`config.mk`:
```
export PLATFORM = sky130hd
export DESIGN_NAME = lifo_stack_with_reverse_unit_flat
export DESIGN_NICKNAME = d
export VERILOG_FILES = /design/src/hdl/lsr_pkg.sv /design/src/hdl/lsr_if.sv /design/src/hdl/lifo_stack_with_reverse_unit.sv /design/src/hdl/lsr_store.sv /design/src/hdl/lsr_ctrl.sv /design/src/flat_wrapper.sv
export SDC_FILE = /design/constraint.sdc
export NUM_CORES = 1
export LEC_CHECK = 0
export BUFFER_PORTS_ARGS = -buffer_cell sky130_fd_sc_hd__buf_2
export CORE_MARGIN = 2
export CORE_UTILIZATION = 50
export CTS_CLUSTER_SIZE = 40
export DETAILED_ROUTE_END_ITERATION = 12
export PLACE_DENSITY_LB_ADDON = 0.15
export SLEW_MARGIN = 15
export SYNTH_ARGS = -nofsm -noshare
export SYNTH_HDL_FRONTEND = slang
export SYNTH_HIERARCHICAL = 1
export SYNTH_SLANG_ARGS = --single-unit
```
`constraint.sdc`:
```
create_clock -name clk_i -period 7.9 [get_ports clk_i]
set_input_delay 0.79 -clock clk_i [delete_from_list [all_inputs] [get_ports clk_i]]
set_output_delay 0.79 -clock clk_i [all_outputs]
set_load 0.01 [all_outputs]
```
`src/hdl/lsr_pkg.sv`:
```
// lsr_pkg: shared constants, types and codes for the lifo stack with reverse
// no dependencies; used by the interfaces, lsr_store, lsr_ctrl and the top level
package lsr_pkg;

  localparam int unsigned Depth     = 16;
  localparam int unsigned DataWidth = 32;
  localparam int unsigned AddrW     = $clog2(Depth);
  localparam int unsigned CntW      = $clog2(Depth + 1);
  localparam int unsigned ActW      = 2;
  localparam int unsigned ErrW      = 2;

  typedef logic [DataWidth-1:0] data_t;
  typedef logic [AddrW-1:0]     addr_t;
  typedef logic [CntW-1:0]      cnt_t;
  typedef logic [ActW-1:0]      act_t;

  localparam act_t ActPush    = 2'd0;
  localparam act_t ActPop     = 2'd1;
  localparam act_t ActReverse = 2'd2;

  typedef enum logic [ErrW-1:0] {
    ERR_NONE      = 2'd0,
    ERR_UNDERFLOW = 2'd1,
    ERR_OVERFLOW  = 2'd2
  } err_e;

  typedef enum logic {
    ST_IDLE,
    ST_READ
  } state_e;

  typedef struct packed {
    logic  we;
    addr_t waddr;
    data_t wdata;
    logic  re;
    addr_t raddr;
  } mem_req_t;

endpackage

```
`src/hdl/lsr_if.sv`:
```
// lsr_req_if and lsr_rsp_if: valid/ready channels for operation and result beats
// depends on lsr_pkg
interface lsr_req_if;
  logic              valid;
  logic              ready;
  lsr_pkg::act_t     action;
  lsr_pkg::data_t    push_value;

  modport source (output valid, output action, output push_value, input ready);
  modport sink   (input valid, input action, input push_value, output ready);
endinterface

interface lsr_rsp_if;
  logic                        valid;
  logic                        ready;
  lsr_pkg::data_t              popped_value;
  lsr_pkg::data_t              top_value;
  logic                        top_valid;
  lsr_pkg::cnt_t               entry_count;
  logic                        is_empty;
  logic [lsr_pkg::ErrW-1:0]    error_code;

  modport source (output valid, output popped_value, output top_value, output top_valid,
                  output entry_count, output is_empty, output error_code, input ready);
  modport sink   (input valid, input popped_value, input top_value, input top_valid,
                  input entry_count, input is_empty, input error_code, output ready);
endinterface

```
`src/hdl/lifo_stack_with_reverse_unit.sv`:
```
// lifo_stack_with_reverse_unit: top level, bounded lifo stack with order reversal
// depends on lsr_pkg, lsr_if, lsr_store and lsr_ctrl
//
//   channel  dir  handshake          payload
//   in_req   in   valid / ready      action, push_value
//   out_rsp  out  valid / ready      popped_value, top_value, top_valid,
//                                    entry_count, is_empty, error_code
//
// one result beat per operation beat; the top word is cached in a register
// push, errors, no-op, pop of the last entry, short reversals: the result is loaded as the beat is taken
// pop or reverse with two or more entries: the result waits in ST_READ for the store's registered read
// reset clears pointers, count and direction; the store needs no clearing
// a stalled result holds in the output register; a new beat is taken in the
// cycle that result is drained
module lifo_stack_with_reverse_unit (
  input  logic      clk_i,
  input  logic      rst_ni,
  lsr_req_if.sink   in_req,
  lsr_rsp_if.source out_rsp
);

  lsr_pkg::mem_req_t mem_req;
  lsr_pkg::data_t    mem_rdata;

  lsr_ctrl u_ctrl (
    .clk_i   (clk_i),
    .rst_ni  (rst_ni),
    .req     (in_req),
    .rsp     (out_rsp),
    .mem_o   (mem_req),
    .rdata_i (mem_rdata)
  );

  lsr_store u_store (
    .clk_i   (clk_i),
    .req_i   (mem_req),
    .rdata_o (mem_rdata)
  );

endmodule

```
`src/hdl/lsr_store.sv`:
```
// lsr_store: ring store of stack entries, one write and one read port,
// read data registered; depends on lsr_pkg
module lsr_store (
  input  logic              clk_i,
  input  lsr_pkg::mem_req_t req_i,
  output lsr_pkg::data_t    rdata_o
);

  lsr_pkg::data_t mem_q [lsr_pkg::Depth];
  lsr_pkg::data_t rdata_q;

  always_ff @(posedge clk_i) begin
    if (req_i.we) begin
      mem_q[req_i.waddr] <= req_i.wdata;
    end
    if (req_i.re) begin
      rdata_q <= mem_q[req_i.raddr];
    end
  end

  assign rdata_o = rdata_q;

endmodule

```
`src/hdl/lsr_ctrl.sv`:
```
// lsr_ctrl: stack pointers, direction flag, cached top word, sequencer and result register
// depends on lsr_pkg and the lsr_req_if / lsr_rsp_if interfaces
module lsr_ctrl (
  input  logic              clk_i,
  input  logic              rst_ni,
  lsr_req_if.sink           req,
  lsr_rsp_if.source         rsp,
  output lsr_pkg::mem_req_t mem_o,
  input  lsr_pkg::data_t    rdata_i
);

  lsr_pkg::state_e state_q, state_d;
  lsr_pkg::addr_t  bottom_q, bottom_d;
  lsr_pkg::cnt_t   count_q, count_d;
  logic            dir_q, dir_d;
  lsr_pkg::data_t  top_q, top_d;
  lsr_pkg::data_t  popped_q, popped_d;

  logic            rsp_valid_q, rsp_valid_d;
  lsr_pkg::data_t  rsp_popped_q, rsp_popped_d;
  lsr_pkg::data_t  rsp_top_q, rsp_top_d;
  lsr_pkg::cnt_t   rsp_count_q, rsp_count_d;
  lsr_pkg::err_e   rsp_err_q, rsp_err_d;

  logic            accept;
  logic            go_read;
  logic            load;
  lsr_pkg::err_e   err;
  lsr_pkg::addr_t  cnt_lo;
  lsr_pkg::addr_t  slot_cnt;
  lsr_pkg::addr_t  slot_cnt_m1;
  lsr_pkg::addr_t  slot_cnt_m2;

  function automatic lsr_pkg::addr_t slot_of(lsr_pkg::addr_t bottom, logic dir,
                                             lsr_pkg::addr_t idx);
    lsr_pkg::addr_t s;
    if (dir) begin
      s = bottom - idx;
    end else begin
      s = bottom + idx;
    end
    return s;
  endfunction

  assign req.ready = (state_q == lsr_pkg::ST_IDLE) && (!rsp_valid_q || rsp.ready);
  assign accept    = req.valid && req.ready;

  // index arithmetic wraps at the ring size
  assign cnt_lo      = count_q[lsr_pkg::AddrW-1:0];
  assign slot_cnt    = slot_of(bottom_q, dir_q, cnt_lo);
  assign slot_cnt_m1 = slot_of(bottom_q, dir_q, cnt_lo - lsr_pkg::addr_t'(1));
  assign slot_cnt_m2 = slot_of(bottom_q, dir_q, cnt_lo - lsr_pkg::addr_t'(2));

  // next state
  always_comb begin
    state_d = state_q;
    unique case (state_q)
      lsr_pkg::ST_IDLE: begin
        if (go_read) begin
          state_d = lsr_pkg::ST_READ;
        end
      end
      lsr_pkg::ST_READ: begin
        state_d = lsr_pkg::ST_IDLE;
      end
      default: state_d = lsr_pkg::ST_IDLE;
    endcase
  end

  // datapath and outputs
  always_comb begin
    bottom_d  = bottom_q;
    count_d   = count_q;
    dir_d     = dir_q;
    top_d     = top_q;
    popped_d  = popped_q;
    go_read   = 1'b0;
    load      = 1'b0;
    err       = lsr_pkg::ERR_NONE;
    mem_o     = '0;
    rsp_popped_d = rsp_popped_q;
    rsp_top_d    = rsp_top_q;
    rsp_count_d  = rsp_count_q;
    rsp_err_d    = rsp_err_q;

    unique case (state_q)
      lsr_pkg::ST_IDLE: begin
        if (accept) begin
          popped_d = '0;
          case (req.action)
            lsr_pkg::ActPush: begin
              if (count_q == lsr_pkg::cnt_t'(lsr_pkg::Depth)) begin
                err = lsr_pkg::ERR_OVERFLOW;
              end else begin
                mem_o.we    = 1'b1;
                mem_o.waddr = slot_cnt;
                mem_o.wdata = req.push_value;
                count_d     = count_q + lsr_pkg::cnt_t'(1);
                top_d       = req.push_value;
              end
            end
            lsr_pkg::ActPop: begin
              if (count_q == '0) begin
                err = lsr_pkg::ERR_UNDERFLOW;
              end else begin
                popped_d = top_q;
                count_d  = count_q - lsr_pkg::cnt_t'(1);
                if (count_q == lsr_pkg::cnt_t'(1)) begin
                  top_d = '0;
                end else begin
                  // fetch the entry that becomes the new top
                  mem_o.re    = 1'b1;
                  mem_o.raddr = slot_cnt_m2;
                  go_read     = 1'b1;
                end
              end
            end
            lsr_pkg::ActReverse: begin
              dir_d = ~dir_q;
              if (count_q > lsr_pkg::cnt_t'(1)) begin
                // old bottom entry becomes the top
                bottom_d    = slot_cnt_m1;
                mem_o.re    = 1'b1;
                mem_o.raddr = bottom_q;
                go_read     = 1'b1;
              end
            end
            default: ;
          endcase
          if (!go_read) begin
            load         = 1'b1;
            rsp_popped_d = popped_d;
            rsp_top_d    = top_d;
            rsp_count_d  = count_d;
            rsp_err_d    = err;
          end
        end
      end
      lsr_pkg::ST_READ: begin
        top_d        = rdata_i;
        load         = 1'b1;
        rsp_popped_d = popped_q;
        rsp_top_d    = rdata_i;
        rsp_count_d  = count_q;
        rsp_err_d    = lsr_pkg::ERR_NONE;
      end
      default: ;
    endcase
  end

  always_comb begin
    if (load) begin
      rsp_valid_d = 1'b1;
    end else if (rsp.ready) begin
      rsp_valid_d = 1'b0;
    end else begin
      rsp_valid_d = rsp_valid_q;
    end
  end

  always_ff @(posedge clk_i or negedge rst_ni) begin
    if (!rst_ni) begin
      state_q     <= lsr_pkg::ST_IDLE;
      bottom_q    <= '0;
      count_q     <= '0;
      dir_q       <= 1'b0;
      top_q       <= '0;
      rsp_valid_q <= 1'b0;
    end else begin
      state_q     <= state_d;
      bottom_q    <= bottom_d;
      count_q     <= count_d;
      dir_q       <= dir_d;
      top_q       <= top_d;
      rsp_valid_q <= rsp_valid_d;
    end
  end

  always_ff @(posedge clk_i) begin
    popped_q <= popped_d;
    if (load) begin
      rsp_popped_q <= rsp_popped_d;
      rsp_top_q    <= rsp_top_d;
      rsp_count_q  <= rsp_count_d;
      rsp_err_q    <= rsp_err_d;
    end
  end

  assign rsp.valid        = rsp_valid_q;
  assign rsp.popped_value = rsp_popped_q;
  assign rsp.top_value    = rsp_top_q;
  assign rsp.top_valid    = (rsp_count_q != '0);
  assign rsp.entry_count  = rsp_count_q;
  assign rsp.is_empty     = (rsp_count_q == '0);
  assign rsp.error_code   = rsp_err_q;

endmodule

```
`src/flat_wrapper.sv`:
```
// flat-port wrapper written by rule: the top's interface ports become plain ports
module lifo_stack_with_reverse_unit_flat 
  (clk_i, rst_ni, in_req_valid, in_req_action, in_req_push_value, in_req_ready, out_rsp_valid, out_rsp_popped_value, out_rsp_top_value, out_rsp_top_valid, out_rsp_entry_count, out_rsp_is_empty, out_rsp_error_code, out_rsp_ready);
  lsr_req_if in_req_i ();
  lsr_rsp_if out_rsp_i ();
  input  logic clk_i;
  input  logic rst_ni;
  input wire logic [$bits(in_req_i.valid)-1:0] in_req_valid;
  input wire logic [$bits(in_req_i.action)-1:0] in_req_action;
  input wire logic [$bits(in_req_i.push_value)-1:0] in_req_push_value;
  output wire logic [$bits(in_req_i.ready)-1:0] in_req_ready;
  output wire logic [$bits(out_rsp_i.valid)-1:0] out_rsp_valid;
  output wire logic [$bits(out_rsp_i.popped_value)-1:0] out_rsp_popped_value;
  output wire logic [$bits(out_rsp_i.top_value)-1:0] out_rsp_top_value;
  output wire logic [$bits(out_rsp_i.top_valid)-1:0] out_rsp_top_valid;
  output wire logic [$bits(out_rsp_i.entry_count)-1:0] out_rsp_entry_count;
  output wire logic [$bits(out_rsp_i.is_empty)-1:0] out_rsp_is_empty;
  output wire logic [$bits(out_rsp_i.error_code)-1:0] out_rsp_error_code;
  input wire logic [$bits(out_rsp_i.ready)-1:0] out_rsp_ready;
  assign in_req_i.valid = in_req_valid;
  assign in_req_i.action = in_req_action;
  assign in_req_i.push_value = in_req_push_value;
  assign in_req_ready = in_req_i.ready;
  assign out_rsp_valid = out_rsp_i.valid;
  assign out_rsp_popped_value = out_rsp_i.popped_value;
  assign out_rsp_top_value = out_rsp_i.top_value;
  assign out_rsp_top_valid = out_rsp_i.top_valid;
  assign out_rsp_entry_count = out_rsp_i.entry_count;
  assign out_rsp_is_empty = out_rsp_i.is_empty;
  assign out_rsp_error_code = out_rsp_i.error_code;
  assign out_rsp_i.ready = out_rsp_ready;
  lifo_stack_with_reverse_unit u_core (.clk_i(clk_i), .rst_ni(rst_ni), .in_req(in_req_i), .out_rsp(out_rsp_i));
endmodule
```
==> impl_metrics.json, run 1 <==
{
  "drc": 0,
  "finalNonFillerCells": 2375,
  "synth_top_family_by_area": "multiplexers",
  "syn_to_final_growth_pct": 12.9,
  "dpl.cell_count": 2251,
  "cts-resized-gates": 0,
  "slew_headroom": 0.278,
  "die_w_um": 239,
  "p_per_area_nw_per_um2": 293,
  "synth_top_cell_area_share": 0.704,
  "first_global_vias": 14100,
  "cts.root.buffer_cell": "clkbuf_16",
  "min_path_type": "primary input to async pin",
  "drt_wl_total_um": 63600,
  "synthDistinctLibCells": 51,
  "hold_viol_final": 0,
  "outcome": "completed",
  "finalCritPeriodShare": 0.621,
  "yosys.cell_count.top_type": "edfxtp_1",
  "gr-total-overflow": 0,
  "vias_per_cell": 6.06,
  "fill_cells": 4120,
  "start_kind": "register",
  "syn_nets": 1552,
  "synth-seq-cells": 691,
  "track_usage": 0.227,
  "rows": 86,
  "tritoncts": "done",
  "synth-compound-area-share": 0.0587,
  "post_cts.repair.setup_buffers": 0,
  "io_pins": 113,
  "route.vias.total": 14400,
  "fin_nets": 1679,
  "netlist_instances": 1491,
  "end_kind": "register",
  "gp_congestion": 0.789,
  "yosysWarnings": 6,
  "ant_nets": 0,
  "synth_common_cells": "647 x edfxtp_1, 128 x mux4_2, 113 x nand2_1",
  "syn_area_um2": 27600,
  "synthAdderAreaFrac": 0.0112,
  "grt_max_degree": 80,
  "antenna_found_initial": 2,
  "synthTopCellsByArea": "edfxtp_1 70%, mux4_2 10%, dfrtp_1 4.0%",
  "total_power_mw": 9.14,
  "htreeDepth": 3,
  "setup_tns_ps": 0,
  "io_buffers": 112,
  "antenna_cells": 0,
  "synth-main-ff-cell": "edfxtp_1",
  "die_area_um2": 57100,
  "setup_viol": 0,
  "yosys.area.top_type": "edfxtp_1",
  "clock_latency_ps": 600,
  "place_ws_ps": 2800,
  "start_util": 0.503,
  "worstPathRequired_ps": 8250,
  "ys_seq_area_frac": 0.744,
  "dp_hpwl_um": 33800,
  "max-clock-path-buffers": 3,
  "min_period_ps": 4900,
  "synthXorXnorAreaFrac": 0.00603,
  "core_um2": 54900,
  "final_layout_size_suffix_gt1_frac": 0.263,
  "cts_buffers": 69,
  "crit_type": "register to register",
  "fin_ws_ps": 3000,
  "crit_arrival_ps": 5250,
  "yosys.area_share.simple": 0.0426,
  "fmax_mhz": 204,
  "utilization": 0.568,
  "grt_setup_unrepaired": "false",
  "multi_input_area_um2": 6730,
  "cp_max_fo": 49,
  "grt_pass1_wl_um": 93900,
  "regArea_um2": 20500,
  "skew_ps": 21.9,
  "worstMarginPinSlew_ps": 1080,
  "clock-sinks": 691,
  "synthMuxAreaShare": 0.119,
  "peakVddDrop_mv": 0.155,
  "syn_area_per_cell_um2": 18.5,
  "cellLeakagePower_nw": 10.5,
  "cap_viol_max_count": 0,
  "die-height_um": 239,
  "dr.first_iter.drc_count": 1390,
  "holdBufCountCts": 0,
  "first_pass_iters": 5,
  "clkTransAtPathRegs_ps": 60,
  "synth-edff-count": 647,
  "routedWlPerCell_um": 26.8,
  "synthArstFlopShare": 0.0637,
  "finalMaxSlewViolations": 0
}
-- worst max-delay path: stages (launching register included) --
cell and delay, ps:
dfrtp_1 630, inv_1 210, ha_1 330, inv_1 100, o31a_2 560, nor2b_1 470
a22oi_1 210, nor2_4 780, buf_12 440, mux4_2 550, a22oi_1 230, nand2_1 80
-- power breakdown --
part	internal (mW)	switching (mW)
clock network	1.74	1.33
logic	0.662	0.898
registers	4.34	0.178
total	6.73	2.41
-- kinds of logic after synthesis --
logic type,after synthesis
multiplexers,163
flip-flops,691
XOR/XNOR,19
buffers and inverters,106
AND/OR/NAND/NOR,247
adder cells (fa/ha/maj),23
AO/OA/AOI/OAI,242
-- cell type report --
cell class	instances	share of cell area
Tap cell	704	0.0283
Clock inverter	36	0.00891
Timing Repair Buffer	146	0.0274
Clock buffer	88	0.0584
Multi-Input combinational cell	694	0.216
Inverter	16	0.00201
Sequential cell	691	0.659
-- per-layer routing --
metal / share of wire / vias to the layer above / GRT usage
met1: 0.44 / 7497 / 0.334
met4: 0.017 / 0 / 0.0608
met2: 0.47 / 607 / 0.353
li1: - / 6220 / -
met5: 0 / - / 0
met3: 0.079 / 80 / 0.0427
-- state kept, by name (all words and copies together), names as in the netlist --
name / flops
u_core/u_ctrl/top_q: 32
u_core/u_ctrl/popped_q: 32
u_core/u_ctrl/rsp.top_value: 32
u_core/u_ctrl/bottom_q: 4
u_core/u_store/rdata_o: 32
u_core/u_ctrl/dir_q: 1
u_core/u_ctrl/count_q: 5
u_core/u_ctrl/rsp.entry_count: 5
u_core/u_store/mem_q: 512
u_core/u_ctrl/rsp.error_code: 2
u_core/u_ctrl/rsp.valid: 1
u_core/u_ctrl/state_q: 1
u_core/u_ctrl/rsp.popped_value: 32
-- metrics by stage --
stage	hold slack [ps]	instance area, um^2
floorplan	462	27600
global placement	478	29100
detailed placement	488	29100
CTS	289	31200
global route	345	31200
finish	286	31200
-- worst paths after layout --
kind / cells after the start / startpoint / endpoint / slack, ps
hold / removal: 2 / rst_ni / u_core/u_ctrl/dir_q / 290
hold reg to reg: 2 / u_core/u_ctrl/top_q[23] / u_core/u_ctrl/top_q[23] / 500
setup / recovery: 11 / u_core/u_ctrl/count_q[0] / u_core/u_store/rdata_o[14] / 3000
max in group asynchronous: 2 / rst_ni / u_core/u_ctrl/state_q / 7110
min in group clk_i: 3 / in_req_valid / u_core/u_ctrl/rsp.valid / 440
setup reg to reg: 11 / u_core/u_ctrl/count_q[0] / u_core/u_store/rdata_o[14] / 3000
-- cell usage in the layout (no fill, tap or decap), types with 6 or more instances in the layout --
cell type	n
mux4_2	128
o21ai_0	72
clkinv_1	12
mux2_2	35
buf_2	112
and2_1	36
and3_1	34
nor2_1	18
buf_4	31
dfrtp_1	43
edfxtp_1	647
nor3_1	8
clkinv_2	12
ha_1	20
nor2_4	18
a22oi_1	100
clkbuf_1	18
clkbuf_16	70
a21oi_1	10
nand2_1	113
inv_1	14
o21ai_1	6
a21boi_0	32
xnor2_1	15
Note: power is estimated with default switching activity, not from simulation.
==> run 2: changes to the inputs <==
clock period = 4.8 ns   (was 7.9 ns; I/O delays follow)
==> impl_metrics.json, run 2 (synthesis gave the netlist of run 1 again) <==
{
  "outcome": "finished, violations left",
  "violations": "hold timing",
  "first_global_vias": 14100,
  "rows": 86,
  "place_ws_ps": 794,
  "core_um2": 54900,
  "htreeDepth": 3,
  "drc": 0,
  "gp_congestion": 0.837,
  "setup_viol": 0,
  "grt_setup_unrepaired": "false",
  "hold_ws_ps": -7.99,
  "skew_ps": 18.0,
  "die_area_um2": 57100,
  "crit_start": "u_core/u_ctrl/count_q[1]",
  "grt_max_degree": 80,
  "clock_latency_ps": 600,
  "clock-sinks": 691,
  "mostFrequentLayoutCells": "647 x edfxtp_1, 128 x mux4_2, 113 x nand2_1, 112 x buf_2, 100 x a22oi_1",
  "syn_to_final_growth_pct": 14.1,
  "total_power_mw": 15.4,
  "fin_ws_ps": 807,
  "die_w_um": 239,
  "rr_startpoint": "u_core/u_ctrl/count_q[1]",
  "post_cts.repair.setup_buffers": 0,
  "route.vias.total": 14300,
  "io_pins": 113,
  "worstPathRequired_ps": 5080,
  "p_per_area_nw_per_um2": 490,
  "cp_max_fo": 15,
  "first_pass_iters": 5,
  "fmax_mhz": 250,
  "rrSetupSlack_ps": 810,
  "worstMarginPinSlew_ps": 962,
  "tritoncts": "done",
  "final_common_cell": "edfxtp_1",
  "antenna_cells": 0,
  "grt_pass1_wl_um": 91600,
  "ant_nets": 0,
  "cts-resized-gates": 0,
  "clkTransAtPathRegs_ps": 60,
  "cellLeakagePower_nw": 10.7,
  "start_kind": "register",
  "final_layout_size_suffix_gt1_frac": 0.272,
  "holdBufCountCts": 0,
  "crit_arrival_ps": 4270,
  "end_kind": "register",
  "setup_tns_ps": 0,
  "dpl.cell_count": 2263,
  "cts.root.buffer_cell": "clkbuf_16",
  "finalMaxSlewViolations": 0,
  "hold_viol_final": 3,
  "dp_hpwl_um": 37600,
  "fin_nets": 1693,
  "vias_per_cell": 5.98,
  "io_buffers": 112,
  "gr-total-overflow": 0,
  "cap_viol_max_count": 0,
  "start_util": 0.503,
  "slew_headroom": 0.357,
  "fill_cells": 4118,
  "dr.first_iter.drc_count": 1604,
  "max-clock-path-buffers": 3,
  "finalNonFillerCells": 2390,
  "antenna_found_initial": 1,
  "track_usage": 0.217,
  "peakVddDrop_mv": 0.251,
  "cts_buffers": 71,
  "routedWlPerCell_um": 25.3,
  "largest_reg_flops": 512,
  "crit_type": "register to register",
  "min_period_ps": 3990,
  "finalCritPeriodShare": 0.832,
  "regMostFlops": "u_core/u_store/mem_q",
  "die-height_um": 239,
  "drt_wl_total_um": 60400,
  "min_path_type": "primary input to async pin"
}
run 2: area by class of cell:
| type | count | area [um^2] | area share |
|---|---|---|---|
| flip-flops and latches | 691 | 20500 | 0.652 |
| multi-input cells | 694 | 6760 | 0.215 |
| clock buffers | 91 | 2000 | 0.0635 |
| repair buffers | 158 | 981 | 0.0311 |
| well taps | 704 | 881 | 0.0280 |
| clock inverters | 36 | 282 | 0.00894 |
| inverters | 16 | 62.6 | 0.00199 |
run 2: worst max-delay path: stages, from the launching register on:
cell     delay (ps)
dfrtp_1         500
inv_1           170
ha_1            400
mux2_2          340
inv_1           100
ha_1            230
a21o_1          150
a21oi_1         170
xnor2_1         160
nor2_1          110
or3b_2          590
nor2_4          390
buf_4           350
run 2: routing by layer:
layer / part of all wire / GRT usage / up-vias
met5: 0.0022 / 0.0156 / -
met4: 0.018 / 0.0652 / 4
met3: 0.078 / 0.0374 / 70
met2: 0.43 / 0.293 / 575
met1: 0.47 / 0.357 / 7387
li1: - / - / 6253
run 2: worst paths after layout:
kind | end | cells past startpoint
worst max-delay path | u_core/u_store/mem_q[3][6] | 12
worst min-delay path | u_core/u_ctrl/bottom_q[2] | 2
worst max register to register | u_core/u_store/mem_q[3][6] | 12
worst min register to register | u_core/u_ctrl/top_q[2] | 2
max in group asynchronous | u_core/u_ctrl/state_q | 2
min in group clk_i | u_core/u_ctrl/rsp.valid | 3
run 2: power by group:
| part | internal (mW) | total, mW | switching (mW) | leakage [nW] |
|---|---|---|---|---|
| registers | 7.14 | 7.41 | 0.270 | 6.58 |
| clock network | 3.15 | 5.35 | 2.19 | 1.13 |
| logic | 1.12 | 2.68 | 1.56 | 3.00 |
run 2: stage by stage:
step	area, um^2	utilization
2_1_floorplan	27600	-
3_3_place_gp	29200	0.532
3_5_place_dp	29200	0.532
4_1_cts	31500	0.574
5_1_grt	31500	0.574
6_report	31500	0.574
